===== config.mk =====
export PLATFORM = sky130hd
export DESIGN_NAME = swrl_seq
export DESIGN_NICKNAME = d
export VERILOG_FILES = /design/src/hdl/swrl_pkg.sv /design/src/hdl/swrl_seq.sv
export SDC_FILE = /design/constraint.sdc
export NUM_CORES = 1
export LEC_CHECK = 0
export ABC_AREA = 1
export BUFFER_PORTS_ARGS = -buffer_cell sky130_fd_sc_hd__buf_4
export CORE_AREA = 2 2 39 41
export CTS_CLUSTER_DIAMETER = 50
export DETAILED_ROUTE_END_ITERATION = 6
export DIE_AREA = 0 0 41 43
export PLACE_DENSITY = 0.37
export SLEW_MARGIN = 20
export SYNTH_ARGS = -nofsm -noshare
export SYNTH_HDL_FRONTEND = slang
export SYNTH_SLANG_ARGS = --single-unit
export TNS_END_PERCENT = 50

===== constraint.sdc =====
create_clock -name clk -period 1.5 [get_ports clk]
set_clock_uncertainty 0.15 [all_clocks]
set_input_delay 0.075 -clock clk [delete_from_list [all_inputs] [get_ports clk]]
set_output_delay 0.075 -clock clk [all_outputs]
set_load 0.01 [all_outputs]

===== src/hdl/swrl_pkg.sv =====
// swrl_pkg: shared types, constants and the microcode ROM of the rate limiter
// used by swrl_seq, swrl_datapath and sliding_window_log_rate_limiter_core
// depends on nothing
`timescale 1ns / 1ps

package swrl_pkg;

    // fixed field widths
    localparam int CLIENT_W = 4;
    localparam int TIME_W   = 32;
    localparam int MAXREQ_W = 5;
    localparam int LOGCNT_W = 5;

    // configuration register indexes and reset values
    typedef logic [0:0] cfg_idx_t;
    localparam cfg_idx_t CFG_WINDOW = 1'b0;
    localparam cfg_idx_t CFG_MAX    = 1'b1;

    localparam logic [TIME_W-1:0]   WINDOW_RESET = 32'd1000;
    localparam logic [MAXREQ_W-1:0] MAXREQ_RESET = 5'd10;

    typedef struct packed {
        logic [TIME_W-1:0]   window;
        logic [MAXREQ_W-1:0] max_req;
    } cfg_t;

    // microprogram addresses
    localparam int STEP_W = 3;
    typedef logic [STEP_W-1:0] step_t;
    localparam step_t STEP_CLEAR  = 3'd0;
    localparam step_t STEP_IDLE   = 3'd1;
    localparam step_t STEP_LOAD   = 3'd2;
    localparam step_t STEP_EVICT  = 3'd3;
    localparam step_t STEP_DECIDE = 3'd4;

    // jump conditions
    typedef enum logic [2:0] {
        COND_ALWAYS     = 3'd0,
        COND_START      = 3'd1,
        COND_CLR_LAST   = 3'd2,
        COND_CLIENT_OK  = 3'd3,
        COND_EVICT_MORE = 3'd4
    } cond_t;

    // datapath controls of one step
    typedef struct packed {
        logic busy;
        logic clr_wr;
        logic take;
        logic load;
        logic evict;
        logic commit;
    } ctrl_t;

    // datapath status seen by the sequencer
    typedef struct packed {
        logic clr_last;
        logic client_ok;
        logic evict_more;
    } stat_t;

    typedef struct packed {
        ctrl_t ctrl;
        cond_t cond;
        step_t jmp;
        step_t nxt;
    } ucode_t;

    // control store: taken jump when cond holds, else fall to nxt
    function automatic ucode_t ucode_rom(input step_t step);
        ucode_t w;
        w = '0;
        unique case (step)
            STEP_CLEAR:
            begin
                w.ctrl.busy   = 1'b1;
                w.ctrl.clr_wr = 1'b1;
                w.cond        = COND_CLR_LAST;
                w.jmp         = STEP_IDLE;
                w.nxt         = STEP_CLEAR;
            end
            STEP_IDLE:
            begin
                w.ctrl.take = 1'b1;
                w.cond      = COND_START;
                w.jmp       = STEP_LOAD;
                w.nxt       = STEP_IDLE;
            end
            STEP_LOAD:
            begin
                w.ctrl.busy = 1'b1;
                w.ctrl.load = 1'b1;
                w.cond      = COND_CLIENT_OK;
                w.jmp       = STEP_EVICT;
                w.nxt       = STEP_DECIDE;
            end
            STEP_EVICT:
            begin
                w.ctrl.busy  = 1'b1;
                w.ctrl.evict = 1'b1;
                w.cond       = COND_EVICT_MORE;
                w.jmp        = STEP_EVICT;
                w.nxt        = STEP_DECIDE;
            end
            STEP_DECIDE:
            begin
                w.ctrl.busy   = 1'b1;
                w.ctrl.commit = 1'b1;
                w.cond        = COND_ALWAYS;
                w.jmp         = STEP_IDLE;
                w.nxt         = STEP_IDLE;
            end
            default:
            begin
                w.ctrl.busy = 1'b1;
                w.cond      = COND_ALWAYS;
                w.jmp       = STEP_IDLE;
                w.nxt       = STEP_IDLE;
            end
        endcase
        return w;
    endfunction

endpackage


===== src/hdl/swrl_seq.sv =====
// swrl_seq: microcode sequencer, step counter plus control store lookup
// depends on swrl_pkg
`timescale 1ns / 1ps

module swrl_seq
    import swrl_pkg::*;
(
    input  logic  clk,
    input  logic  rst_n,
    input  logic  start,
    input  stat_t stat,
    output ctrl_t ctrl
);

    step_t  pc_reg;
    step_t  pc_next;
    ucode_t word;
    logic   hit;

    // fetch the control word of the current step
    assign word = ucode_rom(pc_reg);
    assign ctrl = word.ctrl;

    // evaluate the jump condition
    always_comb
    begin
        unique case (word.cond)
            COND_ALWAYS:     hit = 1'b1;
            COND_START:      hit = start;
            COND_CLR_LAST:   hit = stat.clr_last;
            COND_CLIENT_OK:  hit = stat.client_ok;
            COND_EVICT_MORE: hit = stat.evict_more;
            default:         hit = 1'b0;
        endcase
        pc_next = hit ? word.jmp : word.nxt;
    end

    // step counter, starts with the clearing pass
    always_ff @(posedge clk or negedge rst_n)
    begin
        if (!rst_n)
        begin
            pc_reg <= STEP_CLEAR;
        end
        else
        begin
            pc_reg <= pc_next;
        end
    end

endmodule


# After elaboration in Yosys (flattened, before gate mapping)
# Cells that the tools add are included.
dict set report op_classes {
  addsub 0
  mul 0
  div_mod_pow 0
  n_lt_le_gt_ge 0
  n_eq_ne 8
  n_shift 0
  n_mux 9
  n_bitwise 0
  reduce_logical 2
}
# operator n
set ops {}
lappend ops {{case mux 9 bit (4 select lines)} 1}
lappend ops {{equality test 3 x 2 -> 1 bit, second input constant} 4}
lappend ops {{equality test 3 x 1 -> 1 bit, second input constant} 2}
lappend ops {{equality test 3 bit, second input constant} 2}
lappend ops {{zero test 3 bit} 2}
lappend ops {{two-way mux 1 bit} 6}
lappend ops {{case mux 1 bit (5 select lines)} 1}
lappend ops {{two-way mux 3 bit} 1}
dict set report word_totals {
  reg_bits 3
  latch_bits 0
  ramBits 0
  rom_bits 0
  inputBits 6
  output_inout_bits 6
  word_cells 20
  mem_count 0
}

# Logic depth before layout (Yosys ltp)
# Gate-level depths: netlist (run 1).
dict set report depth {
  word_depth 5
  ltp_mapped 6
  mapped_depth_nobuf 6
}

# Least setup slack after synthesis (run 1)
# OpenSTA, ideal clock, no wires.
dict set report synth_timing {
  path_type {register -> register}
  from {reg pc_reg[2]}
  to {reg pc_reg[1]}
  setup_time_ns 0.077
  t_arrival_ns 0.943
  required_time_ns 1.273
  path_slack_ns 0.329
  stages_incl_launch_ff 4
  n_path_buf 0
  synth_period_minus_slack_ns 1.171
  path_cell_list {dfrtp_1 nor3_2 inv_2 a21oi_1}
}
dict set report synth_between {
  elab_chain_cells 5
  elab_cells_between_ends 12
  cone_classes {eq/ne: 7; mux: 3; reduce/logical: 2}
}
# element line
set synth_lines {}
lappend synth_lines {{start: declaration} swrl_seq.sv:15} ;# step_t pc_reg;
lappend synth_lines {{start signal: assignment} swrl_seq.sv:47} ;# pc_reg <= pc_next;
lappend synth_lines {{equality test 3 x 2 -> 1 bit (tied with other cells)} swrl_pkg.sv:73} ;# unique case (step)
lappend synth_lines {{case mux 9 bit (4 select lines) (*)} swrl_pkg.sv:73}
lappend synth_lines {{equality test 3 bit (tied with other cells)} swrl_seq.sv:27} ;# unique case (word.cond)
lappend synth_lines {{case mux 1 bit (5 select lines)} swrl_seq.sv:27}
lappend synth_lines {{two-way mux 3 bit (*)} swrl_seq.sv:35} ;# pc_next = hit ? word.jmp : word.nxt;
lappend synth_lines {{named net pc_next[1]} swrl_seq.sv:16} ;# step_t pc_next;
# The timed path passes the listed nets; every way through them passes the cells marked *.

==> results of run 1 <==
## per-layer routing
layer	up-vias	GRT usage, %	wire [um]
met2	4	12.2	300
li1	117	-	-
met3	0	3.14	17
met1	105	7.79	205
met5	-	0	0
met4	0	6.00	0
## through the flow
step	cells	setup slack (ns)	area [um^2]	total power, mW
finish	60	0.118	340	0.716
global placement	55	0.281	304	0.589
detailed placement	55	0.282	304	0.580
floorplan	28	0.329	201	0.409
CTS	60	0.0809	340	0.732
global route	60	0.0154	340	0.783
## where the power goes
group / switching (mW) / internal [mW] / total, mW
clock: 0.0407 / 0.0996 / 0.140
combinational: 0.231 / 0.184 / 0.414
sequential: 0.0460 / 0.115 / 0.161
total: 0.318 / 0.398 / 0.716
## worst max-delay path, stage by stage, from the launching register on
cell     delay, ns
dfrtp_1       0.43
nor3_2        0.29
inv_2         0.06
buf_4         0.14
## layout by cell type (no fill, tap or decap)
cell / synthesis / routed
nor2_1: 6 / 6
inv_1: 3 / 3
dfrtp_1: 3 / 3
nor3_2: 2 / 2
clkbuf_4: 0 / 3
nand3_1: 3 / 3
nand4_1: 1 / 1
nand2_1: 1 / 1
inv_2: 4 / 4
clkbuf_1: 0 / 1
nand2_2: 1 / 1
dlygate4sd3_1: 0 / 1
buf_4: 0 / 11
nor2_2: 2 / 2
a21oi_2: 1 / 1
a21oi_1: 1 / 1
## synth_stat cells
| library cell | instances | area (um^2) |
|---|---|---|
| dfrtp_1 | 3 | 75.1 |
| nand2_2 | 1 | 6.26 |
| nand2_1 | 1 | 3.75 |
| inv_1 | 3 | 11.3 |
| a21oi_1 | 1 | 5.00 |
| nor2_1 | 6 | 22.5 |
| nor3_2 | 2 | 20.0 |
| inv_2 | 4 | 15.0 |
| nor2_2 | 2 | 12.5 |
| nand3_1 | 3 | 15.0 |
| nand4_1 | 1 | 6.26 |
| a21oi_2 | 1 | 8.76 |
## kinds of logic after synthesis
group / Yosys count / synth area share, %
flip-flops: 3 / 37.3
buffers and inverters: 7 / 13.0
AND/OR/NAND/NOR: 16 / 42.9
AO/OA/AOI/OAI: 2 / 6.83
## timing repair
action	CTS	global route
hold endpoints to repair	3	0
setup endpoints to repair	0	1
gates resized for setup	0	0
hold buffers	1	0
## final timing paths
| path | slack, ns | cells after the start | end | from |
|---|---|---|---|---|
| min in group clk | 0.02 | 4 | pc_reg[2] | stat[0] |
| worst min register to register | 0.46 | 3 | pc_reg[1] | pc_reg[1] |
| worst min-delay path | 0.02 | 2 | pc_reg[1] | rst_n |
| worst max-delay path | 0.12 | 3 | ctrl[5] | pc_reg[2] |
| max in group asynchronous | 1.09 | 2 | pc_reg[0] | rst_n |
| worst max register to register | 0.27 | 5 | pc_reg[0] | pc_reg[2] |
## area by class of cell
| type | count | area, um^2 |
|---|---|---|
| Clock buffer | 4 | 26.3 |
| Fill cell | 151 | 1040 |
| Inverter | 7 | 26.3 |
| Multi-Input combinational cell | 18 | 100 |
| Sequential cell | 3 | 75.1 |
| Tap cell | 16 | 20.0 |
| Timing Repair Buffer | 12 | 92.6 |
==> flow_summary.json, run 1 <==
{
  "status": "completed",
  "io_buffer_count": 11,
  "max-slew-margin-rel_pct": 81.9,
  "worstPathMaxFanout": 5,
  "finalMaxSlewViolations": 0,
  "drive_gt1_share_pct": 54.5,
  "arrival_ns": 1.16,
  "avgSynthCellArea_um2": 7.19,
  "period_needed_ns": 1.38,
  "clock_latency_ns": 0.23,
  "n_antenna_cell": 0,
  "path_clk_slew_ns": 0.04,
  "syn_inst": 28,
  "timing.hold.ws_ns": 0.0170,
  "die_area_um2": 1760,
  "cts.sinks": 3,
  "synth.distinct_cells": 12,
  "grt.total_usage_pct": 7.85,
  "cts_buffers": 3,
  "area_growth_pct": 68.9,
  "yosysSeqAreaShare_pct": 37.3,
  "drc": 0,
  "clock.fmax_mhz": 724,
  "die_x_um": 41,
  "ys_warn_count": 0,
  "die_y_um": 43,
  "num_vias": 226,
  "grt_max_degree": 6,
  "synth_fp_nets": 34,
  "gp_congestion": 0.650,
  "root_buffer": "clkbuf_4",
  "vias_per_cell": 3.77,
  "drtIter0Drc": 3,
  "grt_setup_unrepaired": "no",
  "clock_path_buffers": 2,
  "fin_util_pct": 24.6,
  "grt_overflow_total": 0,
  "start_util_pct": 14.6,
  "grt_pass1_wl_um": 903,
  "antenna_left": 0,
  "place_hpwl_um": 436,
  "start_kind": "flop",
  "finalSetupViolations": 0,
  "worstMarginPinSlew_ns": 0.271,
  "fp-row-count": 14,
  "tns_ns": 0,
  "powerDensity_nw_per_um2": 2100,
  "grt_pass1_vias": 235,
  "htreeDepth": 1,
  "wl_per_cell_um": 8.72,
  "cp-end-kind": "primary output",
  "firstDrtPassIters": 2,
  "ir_drop_v": 0.000748,
  "cts_tree": "yes",
  "syn-cell-area_um2": 201,
  "leakage_nw": 0.179,
  "critPathKind": "flop to primary output",
  "largest_reg_flops": 3,
  "synth_seq_cells": 3,
  "drt-total-wl_um": 523,
  "grt_antenna_before_repair": 0,
  "layout.nets": 51,
  "hold_viol_final": 0,
  "core-area_um2": 1380,
  "finalCritPeriodShare_pct": 92.1,
  "max-cap-violations": 0,
  "postCtsSetupRepairBufs": 0,
  "worstPathRequired_ns": 1.27,
  "top_level_ports": 12,
  "hold_class": "input pin to async pin"
}
Power figures use the tool's default switching activity.
==> inputs of run 2 (changes only) <==
--- a/config.mk
+++ b/config.mk
@@ -11,7 +11,6 @@
 export CTS_CLUSTER_DIAMETER = 50
 export DETAILED_ROUTE_END_ITERATION = 6
 export DIE_AREA = 0 0 41 43
-export PLACE_DENSITY = 0.37
 export SLEW_MARGIN = 20
 export SYNTH_ARGS = -nofsm -noshare
 export SYNTH_HDL_FRONTEND = slang
==> run 2 against run 1 <==
Compared with the run above:
- combinational power is 2% lower
- die area stayed put
- sequential share of layout area stayed put
- hold slack better by 0.0054 ns
- setup slack better by 0.0044 ns
- first-iteration DRC count is 67% lower
- fmax is 0.32% higher
- clock-buffer cell count stayed put
- clock power hardly changed
- highest routed layer unchanged
==> flow_summary.json, run 2 (synthesis results as in run 1) <==
{
  "grt.total_usage_pct": 7.25,
  "status": "completed",
  "fin_util_pct": 24.6,
  "start_util_pct": 14.6,
  "period_needed_ns": 1.38,
  "arrival_ns": 1.15,
  "vias_per_cell": 3.85,
  "grt_setup_unrepaired": "no",
  "top_level_ports": 12,
  "top_usage_layer": "met2",
  "finalSetupViolations": 0,
  "post-place-ws_ns": 0.313,
  "layout.nets": 51,
  "worstPathRequired_ns": 1.27,
  "tns_ns": 0,
  "grt_antenna_before_repair": 0,
  "cp_slowest_cell": "dfrtp_1",
  "cp_num_buf_inv": 2,
  "die_area_um2": 1760,
  "die_y_um": 43,
  "root_buffer": "clkbuf_4",
  "cp-end-kind": "primary output",
  "path_clk_slew_ns": 0.04,
  "grt_max_degree": 6,
  "cts.sinks": 3,
  "antenna_left": 0,
  "final_common_cell": "buf_4",
  "n_antenna_cell": 0,
  "fp-row-count": 14,
  "largest_reg_flops": 3,
  "drive_gt1_share_pct": 54.5,
  "stdcell_count": 60,
  "worstMarginPinSlew_ns": 0.259,
  "drtIter0Drc": 1,
  "layout_common_cells": "buf_4, nor2_1, inv_2",
  "slowest_delay_ns": 0.44,
  "num_vias": 231,
  "clock_latency_ns": 0.23,
  "dp.cells": 55,
  "grt_overflow_total": 0,
  "ir_drop_v": 0.000530,
  "crit_start": "pc_reg[2]",
  "core-area_um2": 1380,
  "critPathKind": "flop to primary output",
  "area_growth_pct": 68.9,
  "max-slew-margin-rel_pct": 82.6,
  "grt_pass1_wl_um": 779,
  "place_hpwl_um": 375,
  "worstPathMaxFanout": 5,
  "grt.met2_usage_pct": 9.69,
  "finalMaxSlewViolations": 0,
  "max-cap-violations": 0,
  "cts_tree": "yes",
  "path_cells": "nor3_2, inv_2, buf_4",
  "drt-total-wl_um": 479,
  "io_buffer_count": 11,
  "reg2reg_from": "pc_reg[2]",
  "cts_buffers": 3,
  "wl_per_cell_um": 7.98,
  "grt_pass1_vias": 215,
  "drc": 0,
  "power.total_mw": 0.706,
  "firstDrtPassIters": 2,
  "gp_congestion": 0.671,
  "grt_use_met1_pct": 6.17,
  "htreeDepth": 1,
  "die_x_um": 41,
  "hold_class": "input pin to async pin",
  "start_kind": "flop",
  "crit_family": "flip-flops",
  "leakage_nw": 0.180,
  "gr-usage-met3_pct": 5.24,
  "hold_viol_final": 0,
  "finalCritPeriodShare_pct": 91.8,
  "clock_path_buffers": 2,
  "powerDensity_nw_per_um2": 2070,
  "clock.fmax_mhz": 726,
  "worst_slack_ns": 0.123
}
run 2: metrics by stage:
step / hold WS [ns] / area [um^2]
2_1_floorplan: -0.371 / 201
3_3_place_gp: -0.285 / 304
3_5_place_dp: -0.285 / 304
4_1_cts: 0.0149 / 340
5_1_grt: 0.0367 / 340
6_report: 0.0224 / 340
run 2: routing by layer:
metal  part of all wire (%)  vias up
met2                     53        6
met4                      0        0
li1                       -      121
met5                      0        -
met3                    8.6        0
met1                     38      104
run 2: worst paths after layout:
check | endpoint | slack (ns) | cells past startpoint
worst max-delay path | ctrl[5] | 0.12 | 3
worst min-delay path | pc_reg[2] | 0.02 | 2
worst max register to register | pc_reg[0] | 0.31 | 5
worst min register to register | pc_reg[1] | 0.47 | 3
max in group asynchronous | pc_reg[1] | 1.09 | 2
min in group clk | pc_reg[2] | 0.02 | 4
run 2: final cells by class:
| class | count | area [um^2] |
|---|---|---|
| tap | 16 | 20.0 |
| inverter | 7 | 26.3 |
| clock buffer | 4 | 26.3 |
| fill | 172 | 1040 |
| multi-input combinational | 18 | 100 |
| timing repair buffer | 12 | 92.6 |
| sequential | 3 | 75.1 |
run 2: power by group:
part | internal, mW | switching, mW | total, mW
Clock | 0.0997 | 0.0426 | 0.142
Combinational | 0.182 | 0.221 | 0.404
Sequential | 0.115 | 0.0451 | 0.160
run 2: what timing repair did:
action	CTS	global route
endpoints found under the setup margin	0	0
hold buffers	1	0
setup buffers	0	0
endpoints found under the hold margin	3	0
gates resized for setup	0	0
run 2: worst reg2reg max path: stages, from the launching register on:
cell,delay (ns)
dfrtp_1,0.44
inv_2,0.07
nand4_1,0.11
nand2_1,0.10
nor2_2,0.15
a21oi_2,0.06
